## config.mk

```make
export PLATFORM = sky130hd
export DESIGN_NAME = http_response_head_parser_top
export DESIGN_NICKNAME = d
export VERILOG_FILES = /design/src/hdl/hrhp_pkg.sv /design/src/hdl/http_response_head_parser_top.sv
export SDC_FILE = /design/constraint.sdc
export NUM_CORES = 1
export LEC_CHECK = 0
export ABC_CLOCK_PERIOD_IN_PS = 4980
export BUFFER_PORTS_ARGS = -buffer_cell sky130_fd_sc_hd__buf_2
export CORE_UTILIZATION = 32
export CTS_CLUSTER_SIZE = 24
export DETAILED_ROUTE_END_ITERATION = 8
export GPL_TIMING_DRIVEN = 1
export SYNTH_ARGS = -nofsm -noshare
export SYNTH_HDL_FRONTEND = slang
export SYNTH_SLANG_ARGS = --single-unit
```

## constraint.sdc

```tcl
create_clock -name clk -period 4.98 [get_ports clk]
set_input_delay 0.498 -clock clk [delete_from_list [all_inputs] [get_ports clk]]
set_output_delay 0.498 -clock clk [all_outputs]
set_load 0.05 [all_outputs]
```

## src/hdl/hrhp_pkg.sv

```systemverilog
package hrhp_pkg;

	typedef enum logic [3:0] {
		ST_PROTO = 4'd0,
		ST_CODE  = 4'd1,
		ST_TEXT  = 4'd2,
		ST_NL1   = 4'd3,
		ST_KEY   = 4'd4,
		ST_SPACE = 4'd5,
		ST_VALUE = 4'd6,
		ST_NL2   = 4'd7,
		ST_NL3   = 4'd8,
		ST_BODY  = 4'd9,
		ST_DONE  = 4'd10,
		ST_BAD   = 4'd11,
		ST_LARGE = 4'd12
	} stage_t;

	localparam logic [1:0] STAT_CONT  = 2'd0;
	localparam logic [1:0] STAT_DONE  = 2'd1;
	localparam logic [1:0] STAT_BAD   = 2'd2;
	localparam logic [1:0] STAT_LARGE = 2'd3;

	localparam logic CFG_HEAD = 1'b0;
	localparam logic CFG_MAX  = 1'b1;

	localparam int CFG_IDX_W = 8;

	localparam logic [7:0] CH_SP    = 8'h20;
	localparam logic [7:0] CH_TAB   = 8'h09;
	localparam logic [7:0] CH_CR    = 8'h0d;
	localparam logic [7:0] CH_LF    = 8'h0a;
	localparam logic [7:0] CH_COLON = 8'h3a;
	localparam logic [7:0] CH_COMMA = 8'h2c;
	localparam logic [7:0] CH_SEMI  = 8'h3b;

	function automatic logic [7:0] lower(input logic [7:0] c);
		lower = (c >= 8'h41 && c <= 8'h5a) ? c + 8'd32 : c;
	endfunction

	function automatic logic is_ctl(input logic [7:0] c);
		is_ctl = (c < 8'h20) || (c == 8'h7f);
	endfunction

	function automatic logic [7:0] proto_chr(input logic [2:0] i);
		case (i)
			3'd0: proto_chr = "H";
			3'd1: proto_chr = "T";
			3'd2: proto_chr = "T";
			3'd3: proto_chr = "P";
			3'd4: proto_chr = "/";
			3'd5: proto_chr = "1";
			default: proto_chr = ".";
		endcase
	endfunction

	function automatic logic [7:0] ka_chr(input logic [3:0] i);
		case (i)
			4'd0: ka_chr = "k";
			4'd1: ka_chr = "e";
			4'd2: ka_chr = "e";
			4'd3: ka_chr = "p";
			4'd4: ka_chr = "-";
			4'd5: ka_chr = "a";
			4'd6: ka_chr = "l";
			4'd7: ka_chr = "i";
			4'd8: ka_chr = "v";
			4'd9: ka_chr = "e";
			default: ka_chr = 8'h00;
		endcase
	endfunction

	function automatic logic [7:0] gz_chr(input logic [1:0] i);
		case (i)
			2'd0: gz_chr = "g";
			2'd1: gz_chr = "z";
			2'd2: gz_chr = "i";
			default: gz_chr = "p";
		endcase
	endfunction

	function automatic logic [7:0] ch_chr(input logic [2:0] i);
		case (i)
			3'd0: ch_chr = "c";
			3'd1: ch_chr = "h";
			3'd2: ch_chr = "u";
			3'd3: ch_chr = "n";
			3'd4: ch_chr = "k";
			3'd5: ch_chr = "e";
			3'd6: ch_chr = "d";
			default: ch_chr = 8'h00;
		endcase
	endfunction

	// key 0 connection, 1 content-length, 2 transfer-encoding, 3 content-encoding
	function automatic logic [7:0] key_chr(input logic [1:0] k, input logic [4:0] i);
		logic [8*17-1:0] s;
		logic [4:0] n;
		begin
			case (k)
				2'd0: begin s = {56'b0, "noitcennoc"}; n = 5'd10; end
				2'd1: begin s = {24'b0, "htgnel-tnetnoc"}; n = 5'd14; end
				2'd2: begin s = "gnidocne-refsnart"; n = 5'd17; end
				default: begin s = {8'b0, "gnidocne-tnetnoc"}; n = 5'd16; end
			endcase
			key_chr = (i < n) ? s[i*8 +: 8] : 8'h00;
		end
	endfunction

	function automatic logic [4:0] key_len(input logic [1:0] k);
		case (k)
			2'd0: key_len = 5'd10;
			2'd1: key_len = 5'd14;
			2'd2: key_len = 5'd17;
			default: key_len = 5'd16;
		endcase
	endfunction

endpackage

```

## src/hdl/http_response_head_parser_top.sv

```systemverilog
// http response head parser, one byte per transfer
// s_axis: tdata = rx_byte [7:0]
// m_axis: one result transfer per accepted byte, fields listed at the port
// cfg: index 0 is_head_request, index 1 max_body_bytes; write only while idle
// latency: a result is shown one cycle after its byte is taken
// throughput: one byte per cycle; the whole per-byte parse step sits between
// the accepted byte and the result register
// a result register holds the output; s_axis_tready is high whenever that
// register is empty or being taken in the same cycle, so a stalled receiver
// stops input after at most one held result
// reset clears the parse state, the reported header values, the body count
// and the configuration (not HEAD, no body limit)
// after completion or an error further bytes are absorbed with the status held
// parameter STATUS_TEXT_LIMIT: longest status text is this plus one bytes
module http_response_head_parser_top #(
	parameter int STATUS_TEXT_LIMIT = 128
) (
	input  logic        clk,
	input  logic        arst_n,
	input  logic        s_axis_tvalid,
	output logic        s_axis_tready,
	input  logic [7:0]  s_axis_tdata,  // [7:0] rx_byte
	output logic        m_axis_tvalid,
	input  logic        m_axis_tready,
	// [1:0] status, [2] body_valid, [10:3] body_byte, [12:11] version,
	// [28:13] http_code, [29] keep_alive, [30] chunked, [31] gzip,
	// [95:32] body_length
	output logic [95:0] m_axis_tdata,
	input  logic        cfg_valid,
	output logic        cfg_ready,
	input  logic [hrhp_pkg::CFG_IDX_W-1:0] cfg_index,
	input  logic [63:0] cfg_data
);

	localparam int TC_W = $clog2(STATUS_TEXT_LIMIT + 2);

	hrhp_pkg::stage_t stage_q, stage_d;
	logic [TC_W-1:0] tcnt_q, tcnt_d;
	logic            pmiss_q, pmiss_d;
	logic [1:0]      pver_q, pver_d;
	logic            dopen_q, dopen_d;
	logic [15:0]     code_q, code_d;
	logic [3:0]      kc_q, kc_d;
	logic [4:0]      klen_q, klen_d;
	logic            vka_q, vka_d, vce_q, vce_d, vcl_q, vcl_d, vch_q, vch_d, vgz_q, vgz_d;
	logic [4:0]      vlen_q, vlen_d;
	logic [63:0]     lacc_q, lacc_d;
	logic            sg_st_q, sg_st_d, sg_gap_q, sg_gap_d, sg_mc_q, sg_mc_d, sg_mg_q, sg_mg_d;
	logic [3:0]      sg_len_q, sg_len_d;
	logic [1:0]      ver_q, ver_d;
	logic [15:0]     scode_q, scode_d;
	logic            ka_q, ka_d, chk_q, chk_d, gz_q, gz_d;
	logic [63:0]     blen_q, blen_d;
	logic [63:0]     saved_q, saved_d;
	logic            head_q;
	logic [63:0]     maxb_q;

	logic            ovalid_q;
	logic [95:0]     odata_q;
	logic            body;
	logic [1:0]      st;
	logic            take;

	assign s_axis_tready = !ovalid_q || m_axis_tready;
	assign take = s_axis_tvalid && s_axis_tready;
	assign cfg_ready = 1'b1;
	assign m_axis_tvalid = ovalid_q;
	assign m_axis_tdata = odata_q;

	always_comb begin
		logic [7:0] ch, c;
		logic [19:0] cx;
		logic [67:0] lx;
		logic [3:0] d;
		logic segend, seg_hit_ch, seg_hit_gz;
		ch = s_axis_tdata;
		c = hrhp_pkg::lower(ch);
		d = ch[3:0];
		cx = '0;
		lx = '0;
		segend = 1'b0;
		body = 1'b0;
		stage_d = stage_q; tcnt_d = tcnt_q; pmiss_d = pmiss_q; pver_d = pver_q;
		dopen_d = dopen_q; code_d = code_q; kc_d = kc_q; klen_d = klen_q;
		vka_d = vka_q; vce_d = vce_q; vcl_d = vcl_q; vch_d = vch_q; vgz_d = vgz_q;
		vlen_d = vlen_q; lacc_d = lacc_q;
		sg_st_d = sg_st_q; sg_gap_d = sg_gap_q; sg_mc_d = sg_mc_q; sg_mg_d = sg_mg_q;
		sg_len_d = sg_len_q;
		ver_d = ver_q; scode_d = scode_q; ka_d = ka_q; chk_d = chk_q; gz_d = gz_q;
		blen_d = blen_q; saved_d = saved_q;
		seg_hit_ch = sg_st_q && sg_mc_q && sg_len_q == 4'd7;
		seg_hit_gz = sg_st_q && sg_mg_q && sg_len_q == 4'd4;
		case (stage_q)
			hrhp_pkg::ST_PROTO: begin
				if (ch == hrhp_pkg::CH_SP) begin
					if (tcnt_q < TC_W'(8) || pmiss_q) begin
						stage_d = hrhp_pkg::ST_BAD;
					end else begin
						ver_d = pver_q;
						stage_d = hrhp_pkg::ST_CODE;
						code_d = '0;
						dopen_d = 1'b1;
					end
				end else if (tcnt_q > TC_W'(8)) begin
					stage_d = hrhp_pkg::ST_BAD;
				end else begin
					if (tcnt_q < TC_W'(7)) begin
						if (ch != hrhp_pkg::proto_chr(tcnt_q[2:0])) pmiss_d = 1'b1;
					end else if (tcnt_q == TC_W'(7)) begin
						if (ch == "1") pver_d = 2'd2;
						else if (ch == "0") pver_d = 2'd1;
						else pmiss_d = 1'b1;
					end
					tcnt_d = tcnt_q + 1'b1;
				end
			end
			hrhp_pkg::ST_CODE: begin
				if (ch == hrhp_pkg::CH_SP) begin
					if (code_q == 16'd0) begin
						stage_d = hrhp_pkg::ST_BAD;
					end else begin
						scode_d = code_q;
						stage_d = hrhp_pkg::ST_TEXT;
						tcnt_d = '0;
					end
				end else if (hrhp_pkg::is_ctl(ch)) begin
					stage_d = hrhp_pkg::ST_BAD;
				end else if (dopen_q && ch >= "0" && ch <= "9") begin
					cx = {code_q, 3'b0} + {code_q, 1'b0} + 20'(d);
					code_d = (cx > 20'd65535) ? 16'hffff : cx[15:0];
				end else begin
					dopen_d = 1'b0;
				end
			end
			hrhp_pkg::ST_TEXT: begin
				if (ch == hrhp_pkg::CH_CR) stage_d = hrhp_pkg::ST_NL1;
				else if (tcnt_q > TC_W'(STATUS_TEXT_LIMIT)) stage_d = hrhp_pkg::ST_BAD;
				else tcnt_d = tcnt_q + 1'b1;
			end
			hrhp_pkg::ST_NL1, hrhp_pkg::ST_NL2: begin
				if (ch == hrhp_pkg::CH_LF) begin
					stage_d = hrhp_pkg::ST_KEY;
					kc_d = 4'hf;
					klen_d = '0;
				end else begin
					stage_d = hrhp_pkg::ST_BAD;
				end
			end
			hrhp_pkg::ST_KEY: begin
				if (ch == hrhp_pkg::CH_CR) begin
					stage_d = (klen_q != 5'd0) ? hrhp_pkg::ST_BAD : hrhp_pkg::ST_NL3;
				end else if (ch == hrhp_pkg::CH_COLON) begin
					for (int i = 0; i < 4; i++)
						if (klen_q != hrhp_pkg::key_len(2'(i))) kc_d[i] = 1'b0;
					vka_d = 1'b1; vce_d = 1'b1; vcl_d = 1'b1; vch_d = 1'b0; vgz_d = 1'b0;
					vlen_d = '0;
					lacc_d = '0;
					sg_st_d = 1'b0; sg_gap_d = 1'b0; sg_mc_d = 1'b1; sg_mg_d = 1'b1;
					sg_len_d = '0;
					stage_d = hrhp_pkg::ST_SPACE;
				end else if (hrhp_pkg::is_ctl(ch)) begin
					stage_d = hrhp_pkg::ST_BAD;
				end else begin
					for (int i = 0; i < 4; i++)
						if (!(klen_q < hrhp_pkg::key_len(2'(i))
							&& hrhp_pkg::key_chr(2'(i), klen_q) == c)) kc_d[i] = 1'b0;
					if (klen_q < 5'd31) klen_d = klen_q + 1'b1;
				end
			end
			hrhp_pkg::ST_SPACE: begin
				stage_d = (ch == hrhp_pkg::CH_SP) ? hrhp_pkg::ST_VALUE : hrhp_pkg::ST_BAD;
			end
			hrhp_pkg::ST_VALUE: begin
				if (ch == hrhp_pkg::CH_CR) begin
					stage_d = hrhp_pkg::ST_NL2;
					if (kc_q[0]) ka_d = vka_q && vlen_q == 5'd10;
					if (kc_q[1] && vcl_q) blen_d = lacc_q;
					if (kc_q[2]) begin
						if (vch_q || seg_hit_ch) chk_d = 1'b1;
						if (vgz_q || (!seg_hit_ch && seg_hit_gz)) gz_d = 1'b1;
					end
					if (kc_q[3] && vce_q && vlen_q == 5'd4) gz_d = 1'b1;
					sg_st_d = 1'b0; sg_gap_d = 1'b0; sg_mc_d = 1'b1; sg_mg_d = 1'b1;
					sg_len_d = '0;
				end else if (hrhp_pkg::is_ctl(ch)) begin
					stage_d = hrhp_pkg::ST_BAD;
				end else begin
					if (!(vlen_q < 5'd10 && hrhp_pkg::ka_chr(vlen_q[3:0]) == c)) vka_d = 1'b0;
					if (!(vlen_q < 5'd4 && hrhp_pkg::gz_chr(vlen_q[1:0]) == c)) vce_d = 1'b0;
					if (vlen_q < 5'd31) vlen_d = vlen_q + 1'b1;
					if (ch >= "0" && ch <= "9") begin
						lx = {lacc_q, 3'b0} + {lacc_q, 1'b0} + 68'(d);
						if (lx[67:64] != 4'd0) vcl_d = 1'b0;
						else if (vcl_q) lacc_d = lx[63:0];
					end else begin
						vcl_d = 1'b0;
					end
					if (ch == hrhp_pkg::CH_COMMA || ch == hrhp_pkg::CH_SEMI) begin
						segend = 1'b1;
					end else if (ch == hrhp_pkg::CH_SP || ch == hrhp_pkg::CH_TAB) begin
						if (sg_st_q) sg_gap_d = 1'b1;
					end else begin
						sg_st_d = 1'b1;
						if (sg_gap_q || !(sg_len_q < 4'd7 && hrhp_pkg::ch_chr(sg_len_q[2:0]) == c))
							sg_mc_d = 1'b0;
						if (sg_gap_q || !(sg_len_q < 4'd4 && hrhp_pkg::gz_chr(sg_len_q[1:0]) == c))
							sg_mg_d = 1'b0;
						if (sg_len_q < 4'd15) sg_len_d = sg_len_q + 1'b1;
					end
					if (segend) begin
						if (seg_hit_ch) vch_d = 1'b1;
						else if (seg_hit_gz) vgz_d = 1'b1;
						sg_st_d = 1'b0; sg_gap_d = 1'b0; sg_mc_d = 1'b1; sg_mg_d = 1'b1;
						sg_len_d = '0;
					end
				end
			end
			hrhp_pkg::ST_NL3: begin
				if (ch == hrhp_pkg::CH_LF) begin
					if ((!chk_q && blen_q == 64'd0) || head_q) stage_d = hrhp_pkg::ST_DONE;
					else stage_d = hrhp_pkg::ST_BODY;
				end else begin
					stage_d = hrhp_pkg::ST_BAD;
				end
			end
			hrhp_pkg::ST_BODY: begin
				if (saved_q >= maxb_q) begin
					stage_d = hrhp_pkg::ST_LARGE;
				end else begin
					saved_d = saved_q + 64'd1;
					body = 1'b1;
					if (saved_q + 64'd1 >= blen_q) stage_d = hrhp_pkg::ST_DONE;
				end
			end
			default: ;
		endcase
		case (stage_d)
			hrhp_pkg::ST_BAD:   st = hrhp_pkg::STAT_BAD;
			hrhp_pkg::ST_LARGE: st = hrhp_pkg::STAT_LARGE;
			hrhp_pkg::ST_DONE:  st = hrhp_pkg::STAT_DONE;
			default:            st = hrhp_pkg::STAT_CONT;
		endcase
	end

	always_ff @(posedge clk or negedge arst_n) begin
		if (!arst_n) begin
			stage_q <= hrhp_pkg::ST_PROTO;
			tcnt_q <= '0; pmiss_q <= 1'b0; pver_q <= '0; dopen_q <= 1'b1; code_q <= '0;
			kc_q <= 4'hf; klen_q <= '0;
			vka_q <= 1'b0; vce_q <= 1'b0; vcl_q <= 1'b0; vch_q <= 1'b0; vgz_q <= 1'b0;
			vlen_q <= '0; lacc_q <= '0;
			sg_st_q <= 1'b0; sg_gap_q <= 1'b0; sg_mc_q <= 1'b1; sg_mg_q <= 1'b1;
			sg_len_q <= '0;
			ver_q <= '0; scode_q <= '0; ka_q <= 1'b0; chk_q <= 1'b0; gz_q <= 1'b0;
			blen_q <= '0; saved_q <= '0;
			head_q <= 1'b0;
			maxb_q <= '1;
			ovalid_q <= 1'b0;
		end else begin
			if (cfg_valid && cfg_ready) begin
				if (cfg_index == hrhp_pkg::CFG_IDX_W'(hrhp_pkg::CFG_HEAD)) head_q <= cfg_data[0];
				else if (cfg_index == hrhp_pkg::CFG_IDX_W'(hrhp_pkg::CFG_MAX)) maxb_q <= cfg_data;
			end
			if (take) begin
				stage_q <= stage_d;
				tcnt_q <= tcnt_d; pmiss_q <= pmiss_d; pver_q <= pver_d; dopen_q <= dopen_d;
				code_q <= code_d; kc_q <= kc_d; klen_q <= klen_d;
				vka_q <= vka_d; vce_q <= vce_d; vcl_q <= vcl_d; vch_q <= vch_d; vgz_q <= vgz_d;
				vlen_q <= vlen_d; lacc_q <= lacc_d;
				sg_st_q <= sg_st_d; sg_gap_q <= sg_gap_d; sg_mc_q <= sg_mc_d; sg_mg_q <= sg_mg_d;
				sg_len_q <= sg_len_d;
				ver_q <= ver_d; scode_q <= scode_d; ka_q <= ka_d; chk_q <= chk_d; gz_q <= gz_d;
				blen_q <= blen_d; saved_q <= saved_d;
				ovalid_q <= 1'b1;
			end else if (m_axis_tready) begin
				ovalid_q <= 1'b0;
			end
		end
	end

	always_ff @(posedge clk) begin
		if (take) begin
			odata_q <= {blen_d, gz_d, chk_d, ka_d, scode_d, ver_d,
				(body ? s_axis_tdata : 8'h00), body, st};
		end
	end

	a_body_done: assert property (@(posedge clk) disable iff (!arst_n)
		(stage_q == hrhp_pkg::ST_DONE) |=> (stage_q == hrhp_pkg::ST_DONE))
		else $error("completion not sticky");
	a_bad: assert property (@(posedge clk) disable iff (!arst_n)
		(stage_q == hrhp_pkg::ST_BAD) |=> (stage_q == hrhp_pkg::ST_BAD))
		else $error("error not sticky");
	a_hold: assert property (@(posedge clk) disable iff (!arst_n)
		(ovalid_q && !m_axis_tready) |-> !s_axis_tready)
		else $error("input taken over a held result");
	a_saved: assert property (@(posedge clk) disable iff (!arst_n)
		(stage_q != hrhp_pkg::ST_BODY) |=> $stable(saved_q))
		else $error("body count moved outside body");
	a_limit: assert property (@(posedge clk) disable iff (!arst_n)
		(stage_q == hrhp_pkg::ST_BODY && take) |=> (saved_q <= maxb_q))
		else $error("body count beyond limit");

endmodule

```

# Yosys cells after proc, flatten, opt, wreduce, memory -nomap -nowiden
# Memories as Yosys holds them, arrays and structs flattened.
# Cells that the tools add are included.
# word_totals
ff_bits	434
rom_bits	112
inputBits	85
out_inout_bits	99
elab_cells	513
memories	1
# classes
addsub	10
order_cmp	23
eq_ne	107
n_shift	4
n_mux	246
bitwise_logic	5
reduce_logical	82
# mem_list
memory	words	word_bits	rd	rd_clocked_by_memory_dff	write_ports	line_no	source
(name not given)	16	7	1	0	0	hrhp_pkg.sv:58	case (i)
# ops
operator	n
136-bit 2-to-1 mux	16
64-bit 2-to-1 mux	10
136-bit by 9-bit variable part select with 8-bit output	4
8-bit 2-to-1 mux	31
5-bit 2-to-1 mux	38
16-bit 2-to-1 mux	9
64-bit greater-or-equal comparator	2
64-bit one-hot mux with 2 select lines	1
4-bit 2-to-1 mux	28
7-bit AND reduction	13
1-bit 2-to-1 mux	84
67-bit by 65-bit adder with 68-bit output	1
68-bit by 4-bit adder with 68-bit output	1
64-bit by 1-bit adder with 64-bit output (second input constant)	1
8-bit == test	8
64-bit logical NOT	1
2-bit inequality test (second input constant)	32
8-bit AND reduction	7
7-bit one-hot mux with 7 select lines	1
8-bit by 6-bit == test with 1-bit output (second input constant)	6
4-bit one-hot mux with 9 select lines	1
7-bit one-hot mux with 5 select lines	1
3-bit inequality test (second input constant)	11
16-bit one-hot mux with 2 select lines	1
65 further kinds	169

# Logic depth before layout (Yosys ltp)
# logic_depth
depth_word	18
mapped_depth	22
mapped_depth_nobuf	20

# Worst setup path before layout
# OpenSTA, ideal clock, no wires.
# synth_timing
kind	register to register
startpoint	register ovalid_q (netlist: m_axis_tvalid)
endpoint	register odata_q[0] (netlist: m_axis_tdata[0]), enable pin
setup_time_ns	0.498
arrival_time_ns	4.698
required_time_ns	4.482
slack_ns	-0.215
stages_incl_launch_ff	7
period_less_slack_ns	5.195
cell_sequence	dfrtp_1 -> nand2b_1 -> nand2_1 -> inv_1 -> clkbuf_1 -> clkbuf_1 -> clkbuf_1
# synth_between
elab_chain_cells	3
# synth_rtl
element	line_no	source
from (decl)	http_response_head_parser_top.sv:58	logic ovalid_q;
from (signal assigned)	http_response_head_parser_top.sv:258	ovalid_q <= 1'b0;
from (signal assigned)	http_response_head_parser_top.sv:274	ovalid_q <= 1'b1;
from (signal assigned)	http_response_head_parser_top.sv:276	ovalid_q <= 1'b0;
1-bit logical NOT	http_response_head_parser_top.sv:64	assign s_axis_tready = !ovalid_q || m_axis_tready;
1-bit logical OR	http_response_head_parser_top.sv:64	
net s_axis_tready	http_response_head_parser_top.sv:21	output logic s_axis_tready,
1-bit logical AND	http_response_head_parser_top.sv:65	assign take = s_axis_tvalid && s_axis_tready;
net take	http_response_head_parser_top.sv:62	logic take;
to (signal assigned)	http_response_head_parser_top.sv:283	odata_q <= {blen_d, gz_d, chk_d, ka_d, scode_d, ver_d,
to (decl)	http_response_head_parser_top.sv:59	logic [95:0] odata_q;
# The timed path passes the listed nets, and every way through them passes these cells.
# A chain may end at the register's enable or synchronous reset.

# Worst setup path after layout
# layout_timing
startpoint	register saved_q[10]
endpoint	register odata_q[1] (netlist: m_axis_tdata[1]), data pin
# layout_between
elab_chain_cells	7
elab_cells_between_ends	10
# layout_rtl
element	line_no	source
from (decl)	http_response_head_parser_top.sv:54	logic [63:0] saved_q, saved_d;
from (signal assigned)	http_response_head_parser_top.sv:273	blen_q <= blen_d; saved_q <= saved_d;
64-bit by 1-bit adder with 64-bit output	http_response_head_parser_top.sv:232	if (saved_q + 64'd1 >= blen_q) stage_d = hrhp_pkg::ST_DONE;
64-bit greater-or-equal comparator	http_response_head_parser_top.sv:232	
4-bit 2-to-1 mux	http_response_head_parser_top.sv:232	
4-bit 2-to-1 mux (*)	http_response_head_parser_top.sv:227	if (saved_q >= maxb_q) begin
4-bit one-hot mux with 9 select lines (*)	http_response_head_parser_top.sv:93	case (stage_q)
4-bit == test	http_response_head_parser_top.sv:237	case (stage_d)
2-bit one-hot mux with 3 select lines (*)	http_response_head_parser_top.sv:237	
net st[1]	http_response_head_parser_top.sv:61	logic [1:0] st;
# Mark *: on every way through the listed nets, which the timed path passes. The rest lies on a longest branch.

==> out/summary.json <==
{
  "finish": {
    "multi_input_area_um2": 16800,
    "ff_latch_area_um2": 11400,
    "fin_cells": 4601,
    "fraction_of_layout_instances_using_a_drive_strength_above_1": 0.165,
    "area_growth_syn_to_layout_pct": 15.7,
    "filler_cell_count": 9071,
    "final_common_cell": "nand2_1",
    "layout.cell_area.non_filler_um2": 33900,
    "fin_nets": 3782,
    "mostFrequentLayoutCells": "nand2_1 (426), ha_1 (312), dfrtp_1 (266), o21ai_0 (261), nor2_1 (195)"
  },
  "yosys": {
    "synth_top_flop_cell": "dfrtp_1",
    "cells_after_synthesis": 3178,
    "fraction_of_the_yosys_area_taken_by_sequential_cells": 0.390,
    "async_flop_share": 0.779,
    "synth_cell_types": 82,
    "ys.warnings.count": 0,
    "syn_nets": 3579,
    "synth_edf_count": 96,
    "post_synth_design_cell_area_um2": 29300,
    "ys_seq_elements": 434,
    "syn_area_cell_um2": 9.22
  },
  "route": {
    "vias_per_cell": 5.17,
    "post-route-drc-count": 0,
    "first_iter_violations": 1844,
    "routed_wire_length_mm": 83.7,
    "routed-via-count": 23800,
    "wl_per_cell_um": 18.2,
    "final_antenna_net_count": 0,
    "drt_first_pass_iters": 5
  },
  "grt": {
    "combined_global_route_utilization_of_all_metal_layers": 0.178,
    "largest_net_degree_at_the_start_of_global_routing": 131,
    "globalRoute.totalOverflow": 0,
    "grt_pass1_wl_mm": 132,
    "vias_in_the_first_global_route": 22900,
    "grt_antenna_before_repair": 10
  },
  "timing": {
    "whs_ns": 0.0893,
    "max_slew.worst_pin.slew_ns": 1.04,
    "grt_setup_unrepaired": "no",
    "fmax_mhz": 212,
    "finalSetupViolations": 0,
    "timing.final.hold_violations": 0,
    "layout_worst_path_cycle_share": 0.946,
    "slew-limit-headroom": 0.300,
    "number_of_slew_limit_violations_in_the_final_report": 0,
    "worst_clock_skew_ns": 0.0250,
    "min_tclk_post_route_ns": 4.71
  },
  "placement": {
    "hpwlAfterDp_mm": 63.6,
    "port_buffers": 182,
    "routability_driven_placement_congestion_ratio": 0.915,
    "placed_cells_incl_taps": 4502,
    "placed_cell_area_um2": 32000
  },
  "floorplanning": {
    "initial_core_util": 0.324,
    "die_y_um": 305,
    "die_x_um": 305,
    "floorplan.rows": 110,
    "design.portCount": 184,
    "core_um2": 90400,
    "die-area_um2": 92800
  },
  "clocking": {
    "clk_pin_slew_worst_paths_ns": 0.06,
    "cts_inserted_buffers": 49,
    "tritoncts_clock_tree": "built",
    "clk_path_buf_depth": 3,
    "clock-root-buffer": "clkbuf_16",
    "ctsHtreeMaxLevel": 2,
    "cts_num_sinks": 434,
    "clock_insertion_delay_worst_skew_ns": 0.62
  },
  "setup_path": {
    "crit_path_arrival_time_ns": 5.17,
    "critical_path.max_fanout": 3,
    "cp.required_ns": 5.44,
    "worst_setup_path_end_kind": "flip-flop",
    "criticalPathCategory": "reg2reg",
    "start_kind": "flip-flop"
  },
  "pwr": {
    "vdd.ir_drop.worst_uv": 288,
    "p_leak_nw": 15.9,
    "power-per-cell-area_nw_per_um2": 333
  },
  "outcome": {
    "run_status": "complete, no violations"
  },
  "hold_path": {
    "holdCritPathClass": "in2reg"
  },
  "flow_run": {
    "drv_cap": 0
  }
}
-- metrics by stage --
stage | utilization | setup slack [ns] | total power, W | setup TNS [ns]
6_report | 0.375 | 0.271 | 0.0113 | 0
5_1_grt | 0.375 | 0.0134 | 0.0119 | 0
4_1_cts | 0.373 | 0.000611 | 0.0114 | 0
3_5_place_dp | 0.354 | -0.0395 | 0.00737 | -0.0633
3_3_place_gp | 0.354 | -0.0795 | 0.00731 | -0.143
2_1_floorplan | - | 0.0547 | 0.00642 | 0
-- path summary, 6_finish.rpt --
| path | start | end | slack, ns | cells past startpoint |
|---|---|---|---|---|
| max | saved_q[10] | m_axis_tdata[1] | 0.27 | 20 |
| min reg2reg | scode_q[0] | scode_q[0] | 0.47 | 2 |
| min in group asynchronous | arst_n | sg_len_q[2] | 0.45 | 2 |
| max reg2reg | saved_q[10] | m_axis_tdata[1] | 0.27 | 20 |
| max in group asynchronous | arst_n | blen_q[44] | 3.35 | 3 |
| min | s_axis_tvalid | m_axis_tvalid | 0.09 | 2 |
-- kinds of logic (layout without fill, tap and decap cells) --
logic type | Yosys count | in the layout | share of synthesized area
muxes | 100 | 100 | 0.0379
and+or+nand+nor | 1024 | 1024 | 0.163
buffers and inverters | 320 | 564 | 0.0423
xor gates and xnor gates | 223 | 223 | 0.0666
adders and majority gates | 316 | 316 | 0.136
DFF | 434 | 434 | 0.390
AOI/OAI and AO/OA | 760 | 760 | 0.164
other | 1 | 4 | 0.000128
-- worst max-delay path, stage by stage, from the launching register on --
cell       delay, ns
dfrtp_1         0.35
nand4_1         0.11
or3_1           0.34
or2_2           0.30
or3_1           0.35
nor2_2          0.11
and3_1          0.17
and3_1          0.18
and3_4          0.19
xor2_1          0.06
ha_1            0.21
a2111oi_4       0.28
o21ai_1         0.11
a31o_2          0.27
a2111oi_4       0.35
o21ai_1         0.11
a21o_1          0.19
a2111o_1        0.36
o211a_2         0.13
or2_0           0.22
o22ai_1         0.16
-- routing by layer --
| metal | track usage | share of wire |
|---|---|---|
| met3 | 0.0268 | 0.048 |
| met2 | 0.277 | 0.44 |
| met5 | 0 | 0.00078 |
| met4 | 0.0497 | 0.024 |
| met1 | 0.255 | 0.48 |
-- state kept, by name, indices dropped and copies added (netlist names), 2 cells and up --
register      flops
lacc_q           64
pver_q            2
sg_len_q          4
saved_q          64
m_axis_tdata     96
vlen_q            5
tcnt_q            8
maxb_q           64
code_q           16
klen_q            5
blen_q           64
kc_q              4
stage_q           4
scode_q          16
ver_q             2
-- report_power, final --
group          switching [W]  internal [W]
combinational        0.00189      0.000999
sequential          0.000359       0.00407
clock                0.00160       0.00237
-- area by class of cell --
class / instances / area share
clock buffers: 58 / 0.0390
multi-input cells: 2424 / 0.495
well taps: 1176 / 0.0434
diodes: 3 / 0.000221
clock inverters: 34 / 0.0125
flip-flops and latches: 434 / 0.337
inverters: 189 / 0.0211
repair buffers: 283 / 0.0514
-- cells in the mapped netlist (all sizes together), types with 71 or more instances --
library cell / instances / share of area
a21oi: 154 / 0.026
clkbuf: 100 / 0.013
dfrtp: 267 / 0.23
dfstp: 71 / 0.064
edfxtp: 96 / 0.098
ha: 312 / 0.13
inv: 186 / 0.024
mux2: 88 / 0.034
nand2: 427 / 0.055
nor2: 199 / 0.025
o21ai: 267 / 0.046
xnor2: 110 / 0.033
xor2: 113 / 0.034
-- what timing repair did --
action,CTS,global route
buffers inserted,0,3
endpoints found under the hold margin,12,0
setup endpoints to repair,2,4
pin swaps,0,4
gates resized for setup,2,27
hold buffers,1,0
(Power assumes the default switching activity.)
